==> src/rtl/lstd_pkg.sv <==
// Shared types and constants for the schedule table dispatcher.
package lstd_pkg;

   localparam int OFFSET_W    = 16;
   localparam int FLAGS_W     = 4;
   localparam int TICK_W      = 32;
   localparam int SLOT_W      = 5;
   localparam int TASK_OUT_W  = 8;
   localparam int CSR_ADDR_W  = 4;
   localparam int CSR_DATA_W  = 32;

   localparam logic [1:0] OP_TICK  = 2'd0;
   localparam logic [1:0] OP_WRITE = 2'd1;
   localparam logic [1:0] OP_START = 2'd2;

   localparam logic [1:0] REG_TABLE_SIZE   = 2'd0;
   localparam logic [1:0] REG_MACRO_PERIOD = 2'd1;
   localparam logic [1:0] REG_USE_EVENT    = 2'd2;
   localparam logic [1:0] REG_TERM_ENABLE  = 2'd3;

   localparam int FLAG_ACTIVATE = 0;
   localparam int FLAG_SWAP     = 1;
   localparam int FLAG_LET      = 2;
   localparam int FLAG_TERM     = 3;

   typedef enum logic [1:0] {
      ST_IDLE,
      ST_CHECK,
      ST_LOOK,
      ST_EMIT
   } state_type;

   typedef enum logic [1:0] {
      PH_IDLE,
      PH_ARMED,
      PH_RUN
   } phase_type;

endpackage

==> src/rtl/let_schedule_table_dispatcher_top.sv <==
// Schedule table dispatcher: table memory, dispatch sequencer and control registers.
// Write-entry, start and unused transactions do not hold the input; a non-matching tick
// holds it while in CHECK. A match in CHECK leads, for each entry, through LOOK (next entry
// offset compare) to EMIT, which registers the result; an entry just before the wrap skips
// LOOK. EMIT waits while rsp_stall holds the output. The input stalls until the run ends.
// Synchronous reset clears control state and registers; the table is not cleared.
module let_schedule_table_dispatcher_top #(
   parameter int TABLE_DEPTH = 32,
   parameter int TASK_BITS   = 8
) (
   input  logic                               clock,
   input  logic                               reset,
   input  logic                               req_valid,
   output logic                               req_stall,
   input  logic [1:0]                         req_opcode,
   input  logic [lstd_pkg::TICK_W-1:0]        req_tick_value,
   input  logic [lstd_pkg::SLOT_W-1:0]        req_entry_slot,
   input  logic [lstd_pkg::OFFSET_W-1:0]      req_entry_offset,
   input  logic [lstd_pkg::FLAGS_W-1:0]       req_entry_flags,
   input  logic [lstd_pkg::TASK_OUT_W-1:0]    req_entry_task,
   output logic                               rsp_valid,
   input  logic                               rsp_stall,
   output logic [lstd_pkg::TASK_OUT_W-1:0]    rsp_task_number,
   output logic [lstd_pkg::SLOT_W-1:0]        rsp_slot_number,
   output logic                               rsp_do_activate,
   output logic                               rsp_do_swap,
   output logic                               rsp_do_set_event,
   output logic                               rsp_do_term_event,
   output logic                               rsp_last_of_run,
   input  logic                               csr_psel,
   input  logic                               csr_penable,
   input  logic                               csr_pwrite,
   input  logic [lstd_pkg::CSR_ADDR_W-1:0]    csr_paddr,
   input  logic [lstd_pkg::CSR_DATA_W-1:0]    csr_pwdata,
   output logic [lstd_pkg::CSR_DATA_W-1:0]    csr_prdata,
   output logic                               csr_pready
);

   localparam int IDX_W = $clog2(TABLE_DEPTH);
   localparam int SZ_W  = $clog2(TABLE_DEPTH + 1);
   localparam int MEM_W = lstd_pkg::OFFSET_W + lstd_pkg::FLAGS_W + TASK_BITS;

   // configuration registers
   logic [5:0]  cfg_table_size_ff;
   logic [31:0] cfg_macro_period_ff;
   logic        cfg_use_event_ff;
   logic        cfg_term_enable_ff;
   logic        csr_write;

   // control and datapath registers
   lstd_pkg::state_type state_ff, state_in;
   lstd_pkg::phase_type phase_ff, phase_in;
   logic [IDX_W-1:0]                  idx_ff, idx_in;
   logic [IDX_W-1:0]                  ptr_ff, ptr_in;
   logic [lstd_pkg::TICK_W-1:0]       base_ff, base_in;
   logic [lstd_pkg::TICK_W-1:0]       tick_ff, tick_in;
   logic [lstd_pkg::OFFSET_W-1:0]     run_off_ff, run_off_in;
   logic [lstd_pkg::FLAGS_W-1:0]      cur_flags_ff, cur_flags_in;
   logic [TASK_BITS-1:0]              cur_task_ff, cur_task_in;
   logic [IDX_W-1:0]                  cur_slot_ff, cur_slot_in;
   logic                              last_ff, last_in;

   logic                              rsp_valid_ff, rsp_valid_in;
   logic [lstd_pkg::TASK_OUT_W-1:0]   rsp_task_ff, rsp_task_in;
   logic [lstd_pkg::SLOT_W-1:0]       rsp_slot_ff, rsp_slot_in;
   logic                              rsp_act_ff, rsp_act_in;
   logic                              rsp_swp_ff, rsp_swp_in;
   logic                              rsp_sev_ff, rsp_sev_in;
   logic                              rsp_term_ff, rsp_term_in;
   logic                              rsp_last_ff, rsp_last_in;

   // table memory
   logic [MEM_W-1:0] mem [TABLE_DEPTH];
   logic [MEM_W-1:0] q_ff;
   logic             wr_en;
   logic [IDX_W-1:0] wr_addr;
   logic [MEM_W-1:0] wr_data;
   logic [31:0]      slot_ext;
   logic [31:0]      task_in_ext;

   logic [lstd_pkg::OFFSET_W-1:0] q_offset;
   logic [lstd_pkg::FLAGS_W-1:0]  q_flags;
   logic [TASK_BITS-1:0]          q_task;

   logic [31:0]      size_ext;
   logic [31:0]      size_sel;
   logic [SZ_W-1:0]  eff_size;
   logic [IDX_W-1:0] norm_idx;
   logic [SZ_W-1:0]  inc;
   logic [IDX_W-1:0] nxt;
   logic             req_accept;
   logic             out_free;
   logic             match;
   logic [31:0]      cur_task_ext;
   logic [31:0]      cur_slot_ext;

   // configuration port
   assign csr_pready = 1'b1;
   assign csr_write  = csr_psel && csr_penable && csr_pwrite && csr_pready;

   always_ff @(posedge clock) begin
      if (reset) begin
         cfg_table_size_ff   <= 6'd1;
         cfg_macro_period_ff <= 32'd1;
         cfg_use_event_ff    <= 1'b0;
         cfg_term_enable_ff  <= 1'b0;
      end else if (csr_write) begin
         unique case (csr_paddr[3:2])
            lstd_pkg::REG_TABLE_SIZE:   cfg_table_size_ff   <= csr_pwdata[5:0];
            lstd_pkg::REG_MACRO_PERIOD: cfg_macro_period_ff <= csr_pwdata;
            lstd_pkg::REG_USE_EVENT:    cfg_use_event_ff    <= csr_pwdata[0];
            lstd_pkg::REG_TERM_ENABLE:  cfg_term_enable_ff  <= csr_pwdata[0];
            default: ;
         endcase
      end
   end

   always_comb begin
      unique case (csr_paddr[3:2])
         lstd_pkg::REG_TABLE_SIZE:   csr_prdata = 32'(cfg_table_size_ff);
         lstd_pkg::REG_MACRO_PERIOD: csr_prdata = cfg_macro_period_ff;
         lstd_pkg::REG_USE_EVENT:    csr_prdata = 32'(cfg_use_event_ff);
         lstd_pkg::REG_TERM_ENABLE:  csr_prdata = 32'(cfg_term_enable_ff);
         default:                    csr_prdata = '0;
      endcase
   end

   // handshake
   assign req_stall  = (state_ff != lstd_pkg::ST_IDLE);
   assign req_accept = req_valid && !req_stall;
   assign out_free   = !rsp_valid_ff || !rsp_stall;

   // effective size and index arithmetic
   assign size_ext = 32'(cfg_table_size_ff);
   always_comb begin
      if (size_ext == 32'd0) begin
         size_sel = 32'd1;
      end else if (size_ext > 32'(TABLE_DEPTH)) begin
         size_sel = 32'(TABLE_DEPTH);
      end else begin
         size_sel = size_ext;
      end
   end
   assign eff_size = size_sel[SZ_W-1:0];
   assign norm_idx = (SZ_W'(idx_ff) >= eff_size) ? '0 : idx_ff;
   assign inc      = SZ_W'(ptr_ff) + SZ_W'(1);
   assign nxt      = (inc >= eff_size) ? '0 : inc[IDX_W-1:0];

   // table write and read
   assign slot_ext    = 32'(req_entry_slot);
   assign task_in_ext = 32'(req_entry_task);
   assign wr_en   = req_accept && (req_opcode == lstd_pkg::OP_WRITE)
                    && (slot_ext < 32'(TABLE_DEPTH));
   assign wr_addr = slot_ext[IDX_W-1:0];
   assign wr_data = {req_entry_offset, req_entry_flags, task_in_ext[TASK_BITS-1:0]};

   always_ff @(posedge clock) begin
      if (wr_en) begin
         mem[wr_addr] <= wr_data;
      end
      q_ff <= mem[ptr_in];
   end

   assign q_task   = q_ff[TASK_BITS-1:0];
   assign q_flags  = q_ff[TASK_BITS+lstd_pkg::FLAGS_W-1:TASK_BITS];
   assign q_offset = q_ff[MEM_W-1:TASK_BITS+lstd_pkg::FLAGS_W];
   assign match    = ((base_ff + 32'(q_offset)) == tick_ff);

   assign cur_task_ext = 32'(cur_task_ff);
   assign cur_slot_ext = 32'(cur_slot_ff);

   // next state
   always_comb begin
      state_in = state_ff;
      unique case (state_ff)
         lstd_pkg::ST_IDLE: begin
            if (req_accept && (req_opcode == lstd_pkg::OP_TICK)
                && (phase_ff != lstd_pkg::PH_IDLE)) begin
               state_in = lstd_pkg::ST_CHECK;
            end
         end
         lstd_pkg::ST_CHECK: begin
            if (!match) begin
               state_in = lstd_pkg::ST_IDLE;
            end else if (nxt == '0) begin
               state_in = lstd_pkg::ST_EMIT;
            end else begin
               state_in = lstd_pkg::ST_LOOK;
            end
         end
         lstd_pkg::ST_LOOK: begin
            state_in = lstd_pkg::ST_EMIT;
         end
         lstd_pkg::ST_EMIT: begin
            if (out_free) begin
               if (last_ff) begin
                  state_in = lstd_pkg::ST_IDLE;
               end else if (nxt == '0) begin
                  state_in = lstd_pkg::ST_EMIT;
               end else begin
                  state_in = lstd_pkg::ST_LOOK;
               end
            end
         end
         default: state_in = lstd_pkg::ST_IDLE;
      endcase
   end

   // datapath and outputs
   always_comb begin
      idx_in       = idx_ff;
      ptr_in       = ptr_ff;
      base_in      = base_ff;
      tick_in      = tick_ff;
      phase_in     = phase_ff;
      run_off_in   = run_off_ff;
      cur_flags_in = cur_flags_ff;
      cur_task_in  = cur_task_ff;
      cur_slot_in  = cur_slot_ff;
      last_in      = last_ff;
      rsp_valid_in = rsp_valid_ff && rsp_stall;
      rsp_task_in  = rsp_task_ff;
      rsp_slot_in  = rsp_slot_ff;
      rsp_act_in   = rsp_act_ff;
      rsp_swp_in   = rsp_swp_ff;
      rsp_sev_in   = rsp_sev_ff;
      rsp_term_in  = rsp_term_ff;
      rsp_last_in  = rsp_last_ff;
      unique case (state_ff)
         lstd_pkg::ST_IDLE: begin
            ptr_in = norm_idx;
            if (req_accept) begin
               unique case (req_opcode)
                  lstd_pkg::OP_START: begin
                     idx_in   = '0;
                     phase_in = lstd_pkg::PH_ARMED;
                  end
                  lstd_pkg::OP_TICK: begin
                     if (phase_ff != lstd_pkg::PH_IDLE) begin
                        idx_in  = norm_idx;
                        tick_in = req_tick_value;
                        if (phase_ff == lstd_pkg::PH_ARMED) begin
                           base_in  = req_tick_value;
                           phase_in = lstd_pkg::PH_RUN;
                        end
                     end
                  end
                  default: ;
               endcase
            end
         end
         lstd_pkg::ST_CHECK: begin
            if (match) begin
               cur_flags_in = q_flags;
               cur_task_in  = q_task;
               cur_slot_in  = ptr_ff;
               run_off_in   = q_offset;
               ptr_in       = nxt;
               last_in      = (nxt == '0);
            end
         end
         lstd_pkg::ST_LOOK: begin
            last_in = (q_offset != run_off_ff);
         end
         lstd_pkg::ST_EMIT: begin
            if (out_free) begin
               rsp_valid_in = 1'b1;
               rsp_task_in  = cur_task_ext[lstd_pkg::TASK_OUT_W-1:0];
               rsp_slot_in  = cur_slot_ext[lstd_pkg::SLOT_W-1:0];
               rsp_act_in   = cur_flags_ff[lstd_pkg::FLAG_ACTIVATE]
                              || (cur_flags_ff[lstd_pkg::FLAG_LET] && !cfg_use_event_ff);
               rsp_swp_in   = !cur_flags_ff[lstd_pkg::FLAG_ACTIVATE]
                              && cur_flags_ff[lstd_pkg::FLAG_SWAP];
               rsp_sev_in   = !cur_flags_ff[lstd_pkg::FLAG_ACTIVATE]
                              && cur_flags_ff[lstd_pkg::FLAG_LET] && cfg_use_event_ff;
               rsp_term_in  = !cur_flags_ff[lstd_pkg::FLAG_ACTIVATE]
                              && cur_flags_ff[lstd_pkg::FLAG_TERM] && cfg_term_enable_ff;
               rsp_last_in  = last_ff;
               if (last_ff) begin
                  idx_in = ptr_ff;
                  if (ptr_ff == '0) begin
                     base_in = base_ff + cfg_macro_period_ff;
                  end
               end else begin
                  cur_flags_in = q_flags;
                  cur_task_in  = q_task;
                  cur_slot_in  = ptr_ff;
                  ptr_in       = nxt;
                  last_in      = (nxt == '0);
               end
            end
         end
         default: ;
      endcase
   end

   always_ff @(posedge clock) begin
      if (reset) begin
         state_ff     <= lstd_pkg::ST_IDLE;
         phase_ff     <= lstd_pkg::PH_IDLE;
         idx_ff       <= '0;
         ptr_ff       <= '0;
         base_ff      <= '0;
         last_ff      <= 1'b0;
         rsp_valid_ff <= 1'b0;
      end else begin
         state_ff     <= state_in;
         phase_ff     <= phase_in;
         idx_ff       <= idx_in;
         ptr_ff       <= ptr_in;
         base_ff      <= base_in;
         last_ff      <= last_in;
         rsp_valid_ff <= rsp_valid_in;
      end
   end

   always_ff @(posedge clock) begin
      tick_ff      <= tick_in;
      run_off_ff   <= run_off_in;
      cur_flags_ff <= cur_flags_in;
      cur_task_ff  <= cur_task_in;
      cur_slot_ff  <= cur_slot_in;
      rsp_task_ff  <= rsp_task_in;
      rsp_slot_ff  <= rsp_slot_in;
      rsp_act_ff   <= rsp_act_in;
      rsp_swp_ff   <= rsp_swp_in;
      rsp_sev_ff   <= rsp_sev_in;
      rsp_term_ff  <= rsp_term_in;
      rsp_last_ff  <= rsp_last_in;
   end

   assign rsp_valid         = rsp_valid_ff;
   assign rsp_task_number   = rsp_task_ff;
   assign rsp_slot_number   = rsp_slot_ff;
   assign rsp_do_activate   = rsp_act_ff;
   assign rsp_do_swap       = rsp_swp_ff;
   assign rsp_do_set_event  = rsp_sev_ff;
   assign rsp_do_term_event = rsp_term_ff;
   assign rsp_last_of_run   = rsp_last_ff;

endmodule

==> config.mk <==
export PLATFORM = sky130hd
export DESIGN_NAME = let_schedule_table_dispatcher_top
export DESIGN_NICKNAME = d
export VERILOG_FILES = /design/src/rtl/lstd_pkg.sv /design/src/rtl/let_schedule_table_dispatcher_top.sv
export SDC_FILE = /design/constraint.sdc
export NUM_CORES = 2
export LEC_CHECK = 0
export BUFFER_PORTS_ARGS = -buffer_cell sky130_fd_sc_hd__clkbuf_2
export CORE_MARGIN = 2
export CORE_UTILIZATION = 65
export CTS_BUF_LIST = sky130_fd_sc_hd__clkbuf_4
export DETAILED_ROUTE_END_ITERATION = 16
export PLACE_DENSITY = 0.83
export SLEW_MARGIN = 20
export SYNTH_ARGS = -nofsm -noshare
export SYNTH_HDL_FRONTEND = slang
export SYNTH_SLANG_ARGS = --single-unit
export TNS_END_PERCENT = 10
==> constraint.sdc <==
create_clock -name clock -period 8.3 [get_ports clock]
set_input_delay 1.66 -clock clock [delete_from_list [all_inputs] [get_ports clock]]
set_output_delay 1.66 -clock clock [all_outputs]
set_load 0.02 [all_outputs]
==> reports/metrics.cfg <==
[route]
antenna_left = 0
drtPass1Iterations = 5
wl_per_cell_um = 26.14
wirelength_um = 126200
drc = 0
drt_first_iter_violations = 3762
vias_per_cell = 6.509
vias = 31420

[critical_path]
startpoint_type = register
slowest_delay_ns = 0.58
cp_slowest_cell = nand2_4
reg2reg_depth = 17
cp.depth = 17
cp_max_fo = 37
path_buf_inv = 2
end_kind = register
critPathTopFamily = compound AO/OA/AOI/OAI gates
ff2ff_setup_slack_ns = 1.62
worstPathCellList = ha_1 -> fa_1 -> a211oi_2 -> o211ai_2 -> a311oi_2 -> a211oi_1 -> xnor2_1 -> o21ai_0 -> a2111oi_2 -> nand4_1 -> inv_2 -> o21ai_4 -> nand2_4 -> buf_4 -> mux2_2 -> a22o_1 -> nor4_2
crit_arrival_ns = 7.56
required_ns = 9.19
timing_worst_setup_path_type = reg2reg

[power_and_ir_drop]
ir_drop_mv = 0.1684
leakagePower_nw = 20.20
power_density_mw_per_mm2 = 201.2

[finish]
layout_common_cells = edfxtp_1, mux2i_1, clkbuf_4
final_util_pct = 73.03
mostFrequentLayoutCell = edfxtp_1
final_layout_size_suffix_gt1_share_pct = 21.71
nFillCells = 4595
areaGrowthSynthToFinish_pct = 11.42
layout.nets = 3845

[sta]
hold_ws_ns = 0.3960
rsz0062_at_grt = false
skew_ns = 0.1189
drv_slew = 0
tightest_slew_ns = 1.256
post-route-period-util_pct = 80.43
maxSlewHeadroom_pct = 16.24
fin_crit_ns = 6.676
final.setup.tns_ns = 0
finalSetupViolations = 0
fmax_ghz = 0.1498
hold_viol = 0

[clocking]
h-tree-depth = 5
cts_resized = 0
cts_buffers = 284
clk_latency_ns = 1.12
path_clk_slew_ns = 0.06
cts_tree = built
clockBufferDepth = 4
post_cts_buffers = 0
clockRootBuffer = clkbuf_4
cts_hold_buf = 0
cts.sinks = 1095

[logic_synthesis]
synth_cell_types = 92
ys_seq_area_share_pct = 66.44
synth_compound_area_share_pct = 9.715
synth-simple-area-share_pct = 7.281
syn_nets = 3518
synth_edf_count = 979
muxShareOfSynthArea_pct = 11.21
synth_area_mm2 = 0.04774
ys.flop_type = edfxtp_1
synth_top_family_by_area = multiplexers
synth-adder-area-share_pct = 1.656
async_reset_ff_share_pct = 0
synth_cells = 3346
synth-xor-area-share_pct = 1.593
ys_ff_latch = 1095
synth_warnings = 0
avgSynthCellArea_um2 = 14.27

[global_routing]
antenna_found_initial = 11
grt_usage_pct = 33.36
grt_pass1_vias = 31230
grt_overflow_total = 0
grt_start_max_net_pins = 137
grt_pass1_wl_um = 186100

[run_status]
status = finished clean

[place]
dp_hpwl_um = 77460
place.gp.congestion = 0.9276
port_buffers = 159

[job]
maxCapViolCount = 0

[die]
chipHeight_um = 275.0
ios = 163
core_mm2 = 0.07283
fp.dieArea_mm2 = 0.07563
initial_core_util_pct = 65.55
rows = 99
die_w_um = 275.0

[min_path]
hold_path_class = reg2reg
timing.hold.worst_path_depth = 0

==> state kept, by name (all words and copies together), names as in the netlist, 2 cells and up <==
name / count
mem: 896
base_ff: 32
cfg_macro_period_ff: 32
tick_ff: 32
q_ff: 28
run_off_ff: 16
cur_task_ff: 8
rsp_task_number: 8
cfg_table_size_ff: 6
cur_slot_ff: 5
idx_ff: 5
ptr_ff: 5
rsp_slot_number: 5
cur_flags_ff: 4
phase_ff: 2
state_ff: 2
==> kinds of logic (layout without fill, tap and decap cells) <==
kind of cell | Yosys count | after routing
adder cells (fa/ha/maj) | 62 | 62
other | 1 | 9
multiplexers | 523 | 523
flip-flops | 1095 | 1095
buffers and inverters | 221 | 735
AND/OR/NAND/NOR | 678 | 678
XOR/XNOR | 86 | 86
AO/OA/AOI/OAI | 680 | 680
==> Yosys cell counts, types with 47 or more instances <==
cell type	number	area [um2]
edfxtp_1	979	29400
o21a_1	123	923.4
mux2i_1	439	4394
nand3_1	47	235.2
ha_1	60	750.7
clkbuf_1	85	319.1
dfxtp_1	116	2322
xnor2_1	49	429.2
mux2_2	83	934.7
buf_2	61	305.3
nand2_1	164	615.6
o21ai_0	57	285.3
a21oi_1	230	1151
nor2_1	138	518.0
nor3_1	138	690.7
==> stage by stage <==
stage	area (um2)	worst slack [ns]	total power, mW	cells
global placement	49740	1.836	6.322	4346
floorplan	47740	2.722	6.208	3346
detailed placement	49740	1.755	6.334	4346
global route	53180	1.381	11.05	4824
finish	53190	1.624	10.70	4827
CTS	53170	1.717	10.75	4819
==> report_power, final <==
| part | internal [mW] | total (mW) | switching, mW |
|---|---|---|---|
| Combinational | 0.0511 | 0.203 | 0.152 |
| Clock | 2.38 | 4.48 | 2.10 |
| Sequential | 6.01 | 6.02 | 0.0113 |
==> routing by layer <==
layer,GRT usage [%],vias up,share of wire [%]
li1,-,13800,-
met1,44.34,15340,38
met2,52.61,1901,47
met3,7.847,362,11
met4,15.45,14,3.8
met5,0,-,0.072
==> worst paths after layout <==
kind / from / end
max: q_ff[12] / q_ff[13]
min reg2reg: cur_slot_ff[1] / rsp_slot_number[1]
max reg2reg: q_ff[12] / q_ff[13]
min: cur_slot_ff[1] / rsp_slot_number[1]
==> cell type report <==
| cell class | count | area (um2) | share of cell area (%) |
|---|---|---|---|
| Antenna cell | 8 | 20.02 | 0.03764 |
| Clock buffer | 410 | 3078 | 5.787 |
| Clock inverter | 63 | 352.8 | 0.6633 |
| Inverter | 35 | 131.4 | 0.2470 |
| Multi-Input combinational cell | 2030 | 15320 | 28.80 |
| Sequential cell | 1095 | 31720 | 59.63 |
| Tap cell | 959 | 1200 | 2.256 |
| Timing Repair Buffer | 227 | 1369 | 2.573 |
Power figures use the tool's default switching activity.
